===== src/design/vrlu_pkg.sv =====
`timescale 1ns / 1ps
`default_nettype none
// ----------------------------------------------------------------------------
// vrlu_pkg
// shared constants and types of the variable ratio linear upsampler
// ----------------------------------------------------------------------------
package vrlu_pkg;

  localparam int XW              = 32;  // q16.16 sample width
  localparam int CNT_W           = 6;   // insert count field width
  localparam int START_W         = 16;  // start index register width
  localparam int GRID_W          = 16;  // grid index field width
  localparam int MAX_INSERT_DEF  = 63;
  localparam int INDEX_BITS_DEF  = 16;

  localparam int IN_TDATA_W      = 72;  // 70 bits of fields, padded to bytes
  localparam int OUT_TDATA_W     = 80;

  // status of the iterative divider
  typedef struct packed {
    logic busy;
    logic done;
  } div_stat_t;

endpackage : vrlu_pkg
`default_nettype wire


===== src/design/vrlu_div.sv =====
`timescale 1ns / 1ps
`default_nettype none
// ----------------------------------------------------------------------------
// vrlu_div
// bit-serial restoring divider, unsigned, one quotient bit per cycle
// ----------------------------------------------------------------------------
module vrlu_div #(
  parameter int NW = 33,
  parameter int DW = 7
) (
  input  wire logic               clk,
  input  wire logic               rst_n,
  input  wire logic               start,
  input  wire logic [NW-1:0]      dividend,
  input  wire logic [DW-1:0]      divisor,
  output vrlu_pkg::div_stat_t     stat,
  output logic      [NW-1:0]      quotient,
  output logic      [DW-1:0]      remainder
);
  import vrlu_pkg::*;

  localparam int CW = $clog2(NW + 1);

  logic [NW-1:0] quo_r,  quo_nxt;
  logic [DW-1:0] rem_r,  rem_nxt;
  logic [DW-1:0] dvs_r,  dvs_nxt;
  logic [CW-1:0] cnt_r,  cnt_nxt;
  logic          busy_r, busy_nxt;
  logic          done_r, done_nxt;

  logic [DW:0]   rem_sh;
  logic [DW:0]   diff;
  logic          ge;

  always_comb begin
    rem_sh   = {rem_r, quo_r[NW-1]};
    diff     = rem_sh - {1'b0, dvs_r};
    ge       = !diff[DW];
    quo_nxt  = quo_r;
    rem_nxt  = rem_r;
    dvs_nxt  = dvs_r;
    cnt_nxt  = cnt_r;
    busy_nxt = busy_r;
    done_nxt = 1'b0;
    if (start) begin
      quo_nxt  = dividend;
      rem_nxt  = '0;
      dvs_nxt  = divisor;
      cnt_nxt  = CW'(NW);
      busy_nxt = 1'b1;
    end else if (busy_r) begin
      quo_nxt = {quo_r[NW-2:0], ge};
      rem_nxt = ge ? diff[DW-1:0] : rem_sh[DW-1:0];
      cnt_nxt = cnt_r - CW'(1);
      if (cnt_r == CW'(1)) begin
        busy_nxt = 1'b0;
        done_nxt = 1'b1;
      end
    end
  end

  always_ff @(posedge clk) begin
    if (!rst_n) begin
      busy_r <= 1'b0;
      done_r <= 1'b0;
      cnt_r  <= '0;
    end else begin
      busy_r <= busy_nxt;
      done_r <= done_nxt;
      cnt_r  <= cnt_nxt;
    end
    quo_r <= quo_nxt;
    rem_r <= rem_nxt;
    dvs_r <= dvs_nxt;
  end

  assign stat.busy = busy_r;
  assign stat.done = done_r;
  assign quotient  = quo_r;
  assign remainder = rem_r;

endmodule : vrlu_div
`default_nettype wire


===== src/design/variable_ratio_linear_upsampler.sv =====
`timescale 1ns / 1ps
`default_nettype none
// ----------------------------------------------------------------------------
// variable_ratio_linear_upsampler
// places sample points on a dense grid and inserts linearly weighted points
// between each held sample and the next one
// ----------------------------------------------------------------------------
//  channel | dir | beat contents
//  --------+-----+-------------------------------------------------------------
//  in_     | in  | tdata: sample_x, sample_y, insert_count; tuser: begins_set
//  out_    | out | tdata: grid_index, point_x, point_y; tuser: is_original;
//          |     | tlast: last_of_run
//  cfg_    | in  | data: start_index
//
//  an input beat that starts a set, or whose held sample has no inserts,
//  goes straight to its original point; for h inserted points it runs
//  one pass of the serial divider on (x - held_x), then gives one point per
//  cycle while the output is free, from a running quotient/remainder accumulator
//  in_tready is high only while the sequencer is idle; the output register
//  holds a point while out_tready is low and the sequencer waits on it
//  synchronous active-low reset; no sample is held after reset
// ----------------------------------------------------------------------------
module variable_ratio_linear_upsampler #(
  parameter int MAX_INSERT = vrlu_pkg::MAX_INSERT_DEF,
  parameter int INDEX_BITS = vrlu_pkg::INDEX_BITS_DEF
) (
  input  wire logic                                clk,
  input  wire logic                                rst_n,
  // sample_x [31:0], sample_y [63:32], insert_count [69:64], zero pad
  input  wire logic [vrlu_pkg::IN_TDATA_W-1:0]     in_tdata,
  // begins_set [0]
  input  wire logic                                in_tuser,
  input  wire logic                                in_tvalid,
  output logic                                     in_tready,
  // grid_index [15:0], point_x [47:16], point_y [79:48]
  output logic      [vrlu_pkg::OUT_TDATA_W-1:0]    out_tdata,
  // is_original [0]
  output logic                                     out_tuser,
  output logic                                     out_tlast,
  output logic                                     out_tvalid,
  input  wire logic                                out_tready,
  // start_index
  input  wire logic [vrlu_pkg::START_W-1:0]        cfg_data,
  input  wire logic                                cfg_valid,
  output logic                                     cfg_ready
);
  import vrlu_pkg::*;

  localparam int IW  = INDEX_BITS;
  localparam int CW  = $clog2(MAX_INSERT + 1);  // held insert count
  localparam int DW  = CW + 1;                  // denominator h+1
  localparam int NW  = XW + 1;                  // |x1 - x0|
  localparam int QW  = XW + 2;                  // running quotient

  typedef enum logic [1:0] {
    S_IDLE,
    S_DIV,
    S_INTERP,
    S_ORIG
  } state_t;

  // input fields
  logic [XW-1:0]    in_x, in_y;
  logic [CNT_W-1:0] in_cnt;
  logic [CW-1:0]    cnt_sat;
  logic             in_beat;

  assign in_x    = in_tdata[XW-1:0];
  assign in_y    = in_tdata[2*XW-1:XW];
  assign in_cnt  = in_tdata[2*XW+CNT_W-1:2*XW];
  assign cnt_sat = (in_cnt > CNT_W'(MAX_INSERT)) ? CW'(MAX_INSERT) : CW'(in_cnt);
  assign in_beat = in_tvalid && in_tready;

  // registers
  state_t           state_r,     state_nxt;
  logic [START_W-1:0] start_r,   start_nxt;
  logic             have_held_r, have_held_nxt;
  logic [XW-1:0]    held_x_r,    held_x_nxt;
  logic [CW-1:0]    held_cnt_r,  held_cnt_nxt;
  logic [IW-1:0]    held_idx_r,  held_idx_nxt;
  logic [XW-1:0]    new_x_r,     new_x_nxt;
  logic [XW-1:0]    new_y_r,     new_y_nxt;
  logic [CW-1:0]    new_cnt_r,   new_cnt_nxt;
  logic [IW-1:0]    orig_idx_r,  orig_idx_nxt;
  logic [IW-1:0]    pt_idx_r,    pt_idx_nxt;
  logic [CW-1:0]    left_r,      left_nxt;
  logic             d_neg_r,     d_neg_nxt;
  logic [QW-1:0]    q_r,         q_nxt;
  logic [DW-1:0]    r_r,         r_nxt;
  logic [QW-1:0]    dq_r,        dq_nxt;
  logic [DW-1:0]    dr_r,        dr_nxt;
  logic             out_valid_r, out_valid_nxt;
  logic [GRID_W-1:0] o_idx_r,    o_idx_nxt;
  logic [XW-1:0]    o_x_r,       o_x_nxt;
  logic [XW-1:0]    o_y_r,       o_y_nxt;
  logic             o_orig_r,    o_orig_nxt;

  // divider hookup
  div_stat_t        div_stat;
  logic             div_start;
  logic [NW-1:0]    div_num;
  logic [DW-1:0]    div_den;
  logic [NW-1:0]    div_quo;
  logic [DW-1:0]    div_rem;

  // datapath helpers
  logic [NW-1:0]    d_diff;
  logic [DW-1:0]    den;
  logic [DW:0]      r_sum;
  logic             r_wrap;
  logic [DW-1:0]    r_step;
  logic [QW-1:0]    q_step;
  logic [XW-1:0]    x_trunc;
  logic             out_free;

  assign den      = {1'b0, held_cnt_r} + DW'(1);
  assign d_diff   = {in_x[XW-1], in_x} - {held_x_r[XW-1], held_x_r};
  assign div_num  = d_diff[NW-1] ? (~d_diff + NW'(1)) : d_diff;
  assign div_den  = den;
  assign out_free = !out_valid_r || out_tready;

  // one accumulator step: num_j = num_(j-1) + d kept as floor quotient/remainder
  assign r_sum   = {1'b0, r_r} + {1'b0, dr_r};
  assign r_wrap  = (r_sum >= {1'b0, den});
  assign r_step  = r_wrap ? DW'(r_sum - {1'b0, den}) : r_sum[DW-1:0];
  assign q_step  = q_r + dq_r + QW'(r_wrap);
  // floor to truncation toward zero
  assign x_trunc = q_step[XW-1:0] + XW'(q_step[QW-1] && (r_step != '0));

  vrlu_div #(
    .NW (NW),
    .DW (DW)
  ) u_div (
    .clk       (clk),
    .rst_n     (rst_n),
    .start     (div_start),
    .dividend  (div_num),
    .divisor   (div_den),
    .stat      (div_stat),
    .quotient  (div_quo),
    .remainder (div_rem)
  );

  always_comb begin
    state_nxt     = state_r;
    start_nxt     = start_r;
    have_held_nxt = have_held_r;
    held_x_nxt    = held_x_r;
    held_cnt_nxt  = held_cnt_r;
    held_idx_nxt  = held_idx_r;
    new_x_nxt     = new_x_r;
    new_y_nxt     = new_y_r;
    new_cnt_nxt   = new_cnt_r;
    orig_idx_nxt  = orig_idx_r;
    pt_idx_nxt    = pt_idx_r;
    left_nxt      = left_r;
    d_neg_nxt     = d_neg_r;
    q_nxt         = q_r;
    r_nxt         = r_r;
    dq_nxt        = dq_r;
    dr_nxt        = dr_r;
    out_valid_nxt = out_valid_r && !out_tready;
    o_idx_nxt     = o_idx_r;
    o_x_nxt       = o_x_r;
    o_y_nxt       = o_y_r;
    o_orig_nxt    = o_orig_r;
    div_start     = 1'b0;

    // the user must send config beats only while idle; the block itself does not enforce it
    if (cfg_valid) begin
      start_nxt = cfg_data;
    end

    unique case (state_r)
      S_IDLE: begin
        if (in_beat) begin
          new_x_nxt   = in_x;
          new_y_nxt   = in_y;
          new_cnt_nxt = cnt_sat;
          if (in_tuser || !have_held_r) begin
            // new set: the sample alone, at the start index
            orig_idx_nxt = IW'(start_r);
            state_nxt    = S_ORIG;
          end else begin
            orig_idx_nxt = held_idx_r + IW'(held_cnt_r) + IW'(1);
            if (held_cnt_r == '0) begin
              state_nxt = S_ORIG;
            end else begin
              // num_0 = held_x * (h+1): quotient held_x, remainder zero
              div_start  = 1'b1;
              d_neg_nxt  = d_diff[NW-1];
              q_nxt      = {{(QW-XW){held_x_r[XW-1]}}, held_x_r};
              r_nxt      = '0;
              pt_idx_nxt = held_idx_r;
              left_nxt   = held_cnt_r;
              state_nxt  = S_DIV;
            end
          end
        end
      end

      S_DIV: begin
        if (div_stat.done) begin
          // floor division of the signed step by h+1
          if (d_neg_r && (div_rem != '0)) begin
            dq_nxt = ~{{(QW-NW){1'b0}}, div_quo};
            dr_nxt = den - div_rem;
          end else if (d_neg_r) begin
            dq_nxt = ~{{(QW-NW){1'b0}}, div_quo} + QW'(1);
            dr_nxt = div_rem;
          end else begin
            dq_nxt = {{(QW-NW){1'b0}}, div_quo};
            dr_nxt = div_rem;
          end
          state_nxt = S_INTERP;
        end
      end

      S_INTERP: begin
        if (out_free) begin
          q_nxt         = q_step;
          r_nxt         = r_step;
          pt_idx_nxt    = pt_idx_r + IW'(1);
          left_nxt      = left_r - CW'(1);
          out_valid_nxt = 1'b1;
          o_idx_nxt     = GRID_W'(pt_idx_r + IW'(1));
          o_x_nxt       = x_trunc;
          o_y_nxt       = '0;
          o_orig_nxt    = 1'b0;
          if (left_r == CW'(1)) begin
            state_nxt = S_ORIG;
          end
        end
      end

      S_ORIG: begin
        if (out_free) begin
          out_valid_nxt = 1'b1;
          o_idx_nxt     = GRID_W'(orig_idx_r);
          o_x_nxt       = new_x_r;
          o_y_nxt       = new_y_r;
          o_orig_nxt    = 1'b1;
          held_x_nxt    = new_x_r;
          held_cnt_nxt  = new_cnt_r;
          held_idx_nxt  = orig_idx_r;
          have_held_nxt = 1'b1;
          state_nxt     = S_IDLE;
        end
      end

      default: begin
        state_nxt = S_IDLE;
      end
    endcase
  end

  always_ff @(posedge clk) begin
    if (!rst_n) begin
      state_r     <= S_IDLE;
      start_r     <= '0;
      have_held_r <= 1'b0;
      out_valid_r <= 1'b0;
    end else begin
      state_r     <= state_nxt;
      start_r     <= start_nxt;
      have_held_r <= have_held_nxt;
      out_valid_r <= out_valid_nxt;
    end
    held_x_r   <= held_x_nxt;
    held_cnt_r <= held_cnt_nxt;
    held_idx_r <= held_idx_nxt;
    new_x_r    <= new_x_nxt;
    new_y_r    <= new_y_nxt;
    new_cnt_r  <= new_cnt_nxt;
    orig_idx_r <= orig_idx_nxt;
    pt_idx_r   <= pt_idx_nxt;
    left_r     <= left_nxt;
    d_neg_r    <= d_neg_nxt;
    q_r        <= q_nxt;
    r_r        <= r_nxt;
    dq_r       <= dq_nxt;
    dr_r       <= dr_nxt;
    o_idx_r    <= o_idx_nxt;
    o_x_r      <= o_x_nxt;
    o_y_r      <= o_y_nxt;
    o_orig_r   <= o_orig_nxt;
  end

  assign in_tready  = (state_r == S_IDLE);
  assign cfg_ready  = 1'b1;
  assign out_tvalid = out_valid_r;
  assign out_tdata  = {o_y_r, o_x_r, o_idx_r};
  assign out_tuser  = o_orig_r;
  // an original point always closes the run of its input beat
  assign out_tlast  = o_orig_r;

endmodule : variable_ratio_linear_upsampler
`default_nettype wire


===== config.mk =====
export PLATFORM = sky130hd
export DESIGN_NAME = variable_ratio_linear_upsampler
export DESIGN_NICKNAME = d
export VERILOG_FILES = /design/src/design/vrlu_pkg.sv /design/src/design/vrlu_div.sv /design/src/design/variable_ratio_linear_upsampler.sv
export SDC_FILE = /design/constraint.sdc
export NUM_CORES = 1
export LEC_CHECK = 0
export ABC_AREA = 1
export CAP_MARGIN = 20
export CORE_UTILIZATION = 35
export CTS_CLUSTER_SIZE = 10
export DETAILED_ROUTE_END_ITERATION = 8
export DONT_BUFFER_PORTS = 1
export SKIP_LAST_GASP = 1
export SLEW_MARGIN = 40
export SYNTH_ARGS = -nofsm -noshare
export SYNTH_HDL_FRONTEND = slang
export SYNTH_SLANG_ARGS = --single-unit

===== constraint.sdc =====
create_clock -name clk -period 15.25 [get_ports clk]
set_input_delay 0.7625 -clock clk [delete_from_list [all_inputs] [get_ports clk]]
set_output_delay 0.7625 -clock clk [all_outputs]
set_load 0.05 [all_outputs]

======== After elaboration in Yosys (flattened, before gate mapping) ========
Cells that the tools add are included.
storage, ports and cells
  register bits ........................... 401
  input bits .............................. 94
  output and inout port bits .............. 85
  logic and storage cells ................. 152
cells by class
  add/subtract/negate cells ............... 16
  $lt $le $gt $ge ......................... 2
  equality and inequality tests ........... 12
  multiplexer cells ....................... 60
  bitwise gates (word level) .............. 6
  reductions and logical operators ........ 27
operator list
  kind                                            count
  2-to-1 mux 34 bit                               6
  2-to-1 mux 32 bit                               4
  case mux 32 bit (2 select lines)                2
  2-to-1 mux 33 bit                               3
  2-to-1 mux 16 bit                               6
  case mux 34 bit (2 select lines)                1
  case mux 16 bit (2 select lines)                2
  2-to-1 mux 7 bit                                7
  2-to-1 mux 6 bit                                6
  adder 34 x 1 -> 34 bit                          1
  adder 34 x 1 -> 34 bit (second input constant)  1
  adder 34 bit                                    1
  NOT 33 -> 34 bit                                1
  adder 33 x 1 -> 33 bit (second input constant)  1
  NOT 33 bit                                      1
  subtractor 32 x 32 -> 33 bit                    1
  adder 16 x 1 -> 16 bit (second input constant)  2
  adder 32 x 1 -> 32 bit                          1
  adder 16 x 6 -> 16 bit                          1
  2-to-1 mux 2 bit                                7
  case mux 7 bit (2 select lines)                 1
  nonzero test 7 bit                              2
  subtractor 7 bit                                2
  == test 6 x 1 -> 1 bit (second input constant)  2
  other kinds (27)                                61

======== Logic depth before layout (Yosys ltp) ========
  depth after elaboration ................. 8
  depth in mapped cells ................... 43

======== Modules after synthesis ========
A second synthesis with hierarchy kept.
unflattened totals
  cells, all modules ...................... 3070
  area, all modules ....................... 24771.3 µm²
by module, submodules not included
  module                           instances  cells each  area each (µm²)  sequential area each (µm²)
  variable_ratio_linear_upsampler  1          2753        22001.1          10189.8
  vrlu_div                         1          317         2770.2           1501.4

======== Least setup slack after synthesis ========
Ideal clock, no wire load.
  kind .................................... reg2reg
  from .................................... register state_r[0]
  to ...................................... register left_r[0], enable pin
  library setup time ...................... 0.821 ns
  arrival ................................. 10.897 ns
  path slack .............................. 3.532 ns
  cell stages (with the launch flop) ...... 5
  clock period less this slack ............ 11.718 ns
  cells stage by stage .................... dfxtp_1 inv_1 ha_1 nor2_1 a2111oi_0
between the ends
  cells in the longest elaborated chain, start to end .. 4
  elaborated cells between the ends (all ways) .. 9
ends and longest elaborated chain
  what                                             RTL line                                text
  start: declaration                               variable_ratio_linear_upsampler.sv:75   state_t state_r, state_nxt;
  start signal: assignment                         variable_ratio_linear_upsampler.sv:264  state_r <= state_nxt;
  zero test 2 bit (*)                              variable_ratio_linear_upsampler.sv:289  assign in_tready = (state_r == S_IDLE);
  via in_tready                                    variable_ratio_linear_upsampler.sv:34   output logic in_tready,
  logical AND 1 bit                                variable_ratio_linear_upsampler.sv:72   assign in_beat = in_tvalid && in_tready;
  inequality test 2 x 1 -> 1 bit (no source line)  --
  AND reduction 5 bit (no source line) (*)         --
  end signal: assignment                           variable_ratio_linear_upsampler.sv:277  left_r <= left_nxt;
  end: declaration                                 variable_ratio_linear_upsampler.sv:86   logic [CW-1:0] left_r, left_nxt;
The timed path passes the listed nets; every way through them passes the cells marked *.
A chain may end at the register's enable or synchronous reset.

======== Final worst setup path ========
  from .................................... register r_r[2]
  to ...................................... register o_x_r[30] (data pin)
between the ends
  cells in the longest elaborated chain, start to end .. 8
  elaborated cells between the ends (all ways) .. 10
ends and longest elaborated chain
  what                                                                            RTL line                                text
  start: declaration                                                              variable_ratio_linear_upsampler.sv:89   logic [DW-1:0] r_r, r_nxt;
  start signal: assignment                                                        variable_ratio_linear_upsampler.sv:280  r_r <= r_nxt;
  adder 7 x 7 -> 8 bit (*)                                                        variable_ratio_linear_upsampler.sv:123  assign r_sum = {1'b0, r_r} + {1'b0, dr_r};
  parallel branches: the longest is 4 deep, another holds adder 34 x 1 -> 34 bit  --
  adder 32 x 1 -> 32 bit (*)                                                      variable_ratio_linear_upsampler.sv:128  assign x_trunc = q_step[XW-1:0] + XW'(q_step[QW-1] && (r_step != '0));
  2-to-1 mux 32 bit (*)                                                           variable_ratio_linear_upsampler.sv:220  if (out_free) begin
  case mux 32 bit (2 select lines) (*)                                            variable_ratio_linear_upsampler.sv:174  unique case (state_r)
  via o_x_nxt[30]                                                                 variable_ratio_linear_upsampler.sv:94   logic [XW-1:0] o_x_r, o_x_nxt;
  end signal: assignment                                                          variable_ratio_linear_upsampler.sv:284  o_x_r <= o_x_nxt;
  end: declaration                                                                variable_ratio_linear_upsampler.sv:94
Mark *: on every way through the listed nets, which the timed path passes. The select of a mux whose other input is x is not followed.

==> results.sh <==
export IMPL_path_class="reg2reg"
export IMPL_setup_slack_ns=7.87
export IMPL_fin_setup_tns_ns=0
export IMPL_regArea_um2=11700
export IMPL_setup_viol=0
export IMPL_die_h_um=267
export IMPL_core_area_um2=68900
export IMPL_synth_edff_count=366
export IMPL_ant_nets=0
export IMPL_cts_sinks=401
export IMPL_area_delta_synth_final_pct=10.5
export IMPL_crit_end="o_x_r[30]"
export IMPL_die_area_um2=71100
export IMPL_rows=96
export IMPL_maxCapViolations=0
export IMPL_crit_start="r_r[2]"
export IMPL_root_buffer="clkbuf_16"
export IMPL_drt_wl_total_mm=66.2
export IMPL_start_util_pct=35.5
export IMPL_final_util_pct=39.3
export IMPL_nNetsFinal=3170
export IMPL_vias=18600
export IMPL_cts_path_max_buffers=3
export IMPL_dieWidth_um=267
export IMPL_synth_cell_types=60
export IMPL_synth_nets=3164
export IMPL_synthFlopType="edfxtp_1"
export IMPL_drc=0
export IMPL_multi_input_area_um2=10800
export IMPL_ctsHtreeMaxLevel=2
export IMPL_power_density_nw_per_um2=191
export IMPL_drtPass1Iterations=5
export IMPL_placedCellCount=3835
export IMPL_grtUsageTotal_pct=18.7
export IMPL_grt_pass1_wl_mm=102
export IMPL_grt_pass1_vias=18100
export IMPL_r2r_start="r_r[2]"
export IMPL_syn_area_um2=24500
export IMPL_cp_end_kind="flop"
export IMPL_yosysSeqAreaShare_pct=47.7
export IMPL_gr_total_overflow=0
export IMPL_cts_hold_buf=0
export IMPL_worst_ep_required_time_ns=15.60
export IMPL_final_cell_area_um2=27100
export IMPL_reg2regPathDepth=40
export IMPL_drive_gt1_share_pct=8.58
export IMPL_cts_clk_slew_worst_paths_ns=0.06
export IMPL_dp_slack_ns=7.93
export IMPL_cts_resized=0
export IMPL_synth_area_per_cell_um2=8.31
export IMPL_pin_count=179
export IMPL_antennaDiodeCount=0
export IMPL_fin_hold_ws_ns=0.235
export IMPL_fmax_ghz=0.136
export IMPL_grt_start_max_net_pins=71
export IMPL_io_buffers=0
export IMPL_worst_slew_pin_transition_ns=0.887
export IMPL_n_fill_cell=7040
export IMPL_synthCells=2950
export IMPL_slew_limit_headroom_pct=41.0
export IMPL_total_power_mw=5.16
export IMPL_crit_fanout=15
export IMPL_status="complete, no violations"
export IMPL_crit_path_top_delay_cell="fa_1"
export IMPL_rsz0062_at_grt="false"
export IMPL_cts_made_buffers=50
export IMPL_clk_latency_ns=0.63
export IMPL_wire_per_inst_um=16.9
export IMPL_vias_per_cell=4.76
export IMPL_rrSetupSlack_ns=7.87
export IMPL_drtIter0Drc=1365
export IMPL_yosys_register_bits=401
export IMPL_ir_worst_vdd_mv=0.145
export IMPL_hpwlAfterDp_mm=50.6
export IMPL_gp_congestion=0.947
export IMPL_r2r_end="o_x_r[30]"
export IMPL_crit_top_cell="nand2_1"
export IMPL_hold_viol_final=0
export IMPL_final_cells=3914
export IMPL_place_area_um2=25600
export IMPL_finalClockSkew_ns=0.0466
export IMPL_leakage_nw=11.9
export IMPL_crit_arrival_ns=7.73
export IMPL_post_cts_buffers=0
export IMPL_antenna_found_initial=0
export IMPL_cts_tree="yes"
export IMPL_synth_warning_count=0
export IMPL_slowest_delay_ns=0.60
export IMPL_finalCritPeriodShare_pct=48.4
export IMPL_report_final_slew_viol_count=0
export IMPL_ys_async_sr_fraction_pct=0
export IMPL_min_period_ns=7.38
export IMPL_crit_path_start_kind="flop"
export IMPL_min_path_type="in2reg"
## registers in the layout, indices dropped and copies added (netlist names), 32 cells and up
name,cells
o_y_r,32
dq_r,34
new_x_r,32
o_x_r,32
held_x_r,32
new_y_r,32
q_r,34
u_div.quotient,33
## placed cells by master, fill, tap and decap left out, types with 28 or more instances in the layout
cell type | netlist | final
nand4_1 | 36 | 36
edfxtp_1 | 366 | 366
dfxtp_1 | 35 | 35
nand3_1 | 165 | 165
ha_1 | 112 | 111
clkbuf_16 | 0 | 50
nor2_1 | 218 | 214
nor3_1 | 31 | 31
nand2_2 | 54 | 54
a21oi_1 | 94 | 94
inv_2 | 27 | 28
xnor2_1 | 32 | 32
inv_1 | 432 | 429
nand2_1 | 862 | 862
xor2_1 | 76 | 76
o21ai_0 | 183 | 183
## routing by layer
layer / vias to the layer above / GRT usage (%) / wire [um]
met4: 0 / 5.17 / 1570
met1: 8521 / 25.8 / 30800
met2: 423 / 30.4 / 30600
li1: 9584 / - / -
met5: - / 0 / 0
met3: 92 / 2.71 / 3220
## cell usage after synthesis (all sizes together), types with 2 or more instances
cell / instances / share of area, %
clkbuf: 47 / 0.72
nand3: 179 / 3.9
a21oi: 99 / 2.1
xor2: 76 / 2.7
nor4: 6 / 0.20
o31ai: 2 / 0.082
o21a: 2 / 0.061
nor2: 258 / 4.7
or2: 5 / 0.13
o21bai: 10 / 0.31
xnor2: 32 / 1.1
dfxtp: 35 / 2.9
a31oi: 5 / 0.13
inv: 459 / 7.0
fa: 8 / 0.65
ha: 112 / 5.7
edfxtp: 366 / 45
nand4: 38 / 1.1
o221ai: 2 / 0.072
a21o: 4 / 0.12
nor3: 39 / 0.99
clkinv: 2 / 0.031
buf: 15 / 0.40
and2: 4 / 0.10
a211oi: 2 / 0.061
nand3b: 18 / 0.60
o21ai: 190 / 3.9
a22oi: 3 / 0.092
nand2: 922 / 15
## power by group
part	leakage (nW)	total, mW	internal (mW)	switching, mW
Clock	0.725	1.12	0.641	0.474
Combinational	7.47	1.94	0.587	1.35
Sequential	3.69	2.11	1.64	0.467
## worst min path at each step
stage            startpoint             to  slack, ns  cells after the start
6_report       in_tdata[65]   new_cnt_r[1]       0.23                      0
5_1_grt        in_tdata[32]     new_y_r[0]       0.21                      0
4_1_cts        in_tdata[65]   new_cnt_r[1]       0.20                      0
3_5_place_dp   new_cnt_r[3]  held_cnt_r[3]       0.41                      0
3_3_place_gp   new_cnt_r[4]  held_cnt_r[4]       0.40                      0
2_1_floorplan  new_cnt_r[0]  held_cnt_r[0]       0.40                      0
## critical path: cells and delay by family (launching register included)
family	cells	cell delay, ns
xor+xnor	2	0.43
buf+inv	3	0.18
fa+ha+maj	5	1.74
flops	1	0.37
compound gates	9	1.62
simple gates	21	2.76
## kinds of logic after synthesis
| group | share of synthesized area, % |
|---|---|
| other | 0.0153 |
| buffers and inverters | 8.18 |
| AND/OR/NAND/NOR | 26.7 |
| flip-flops | 47.7 |
| AO/OA/AOI/OAI | 7.14 |
| XOR/XNOR | 3.86 |
| adder cells (fa/ha/maj) | 6.37 |
## area by class of cell
class,count,share of cell area (%)
clock buffer,66,4.88
inverter,461,6.40
tap,931,4.30
multi-input combinational,2026,40.1
timing repair buffer,16,0.458
clock inverter,13,0.684
sequential,401,43.2
No activity file was read; power rests on OpenSTA's default activity.
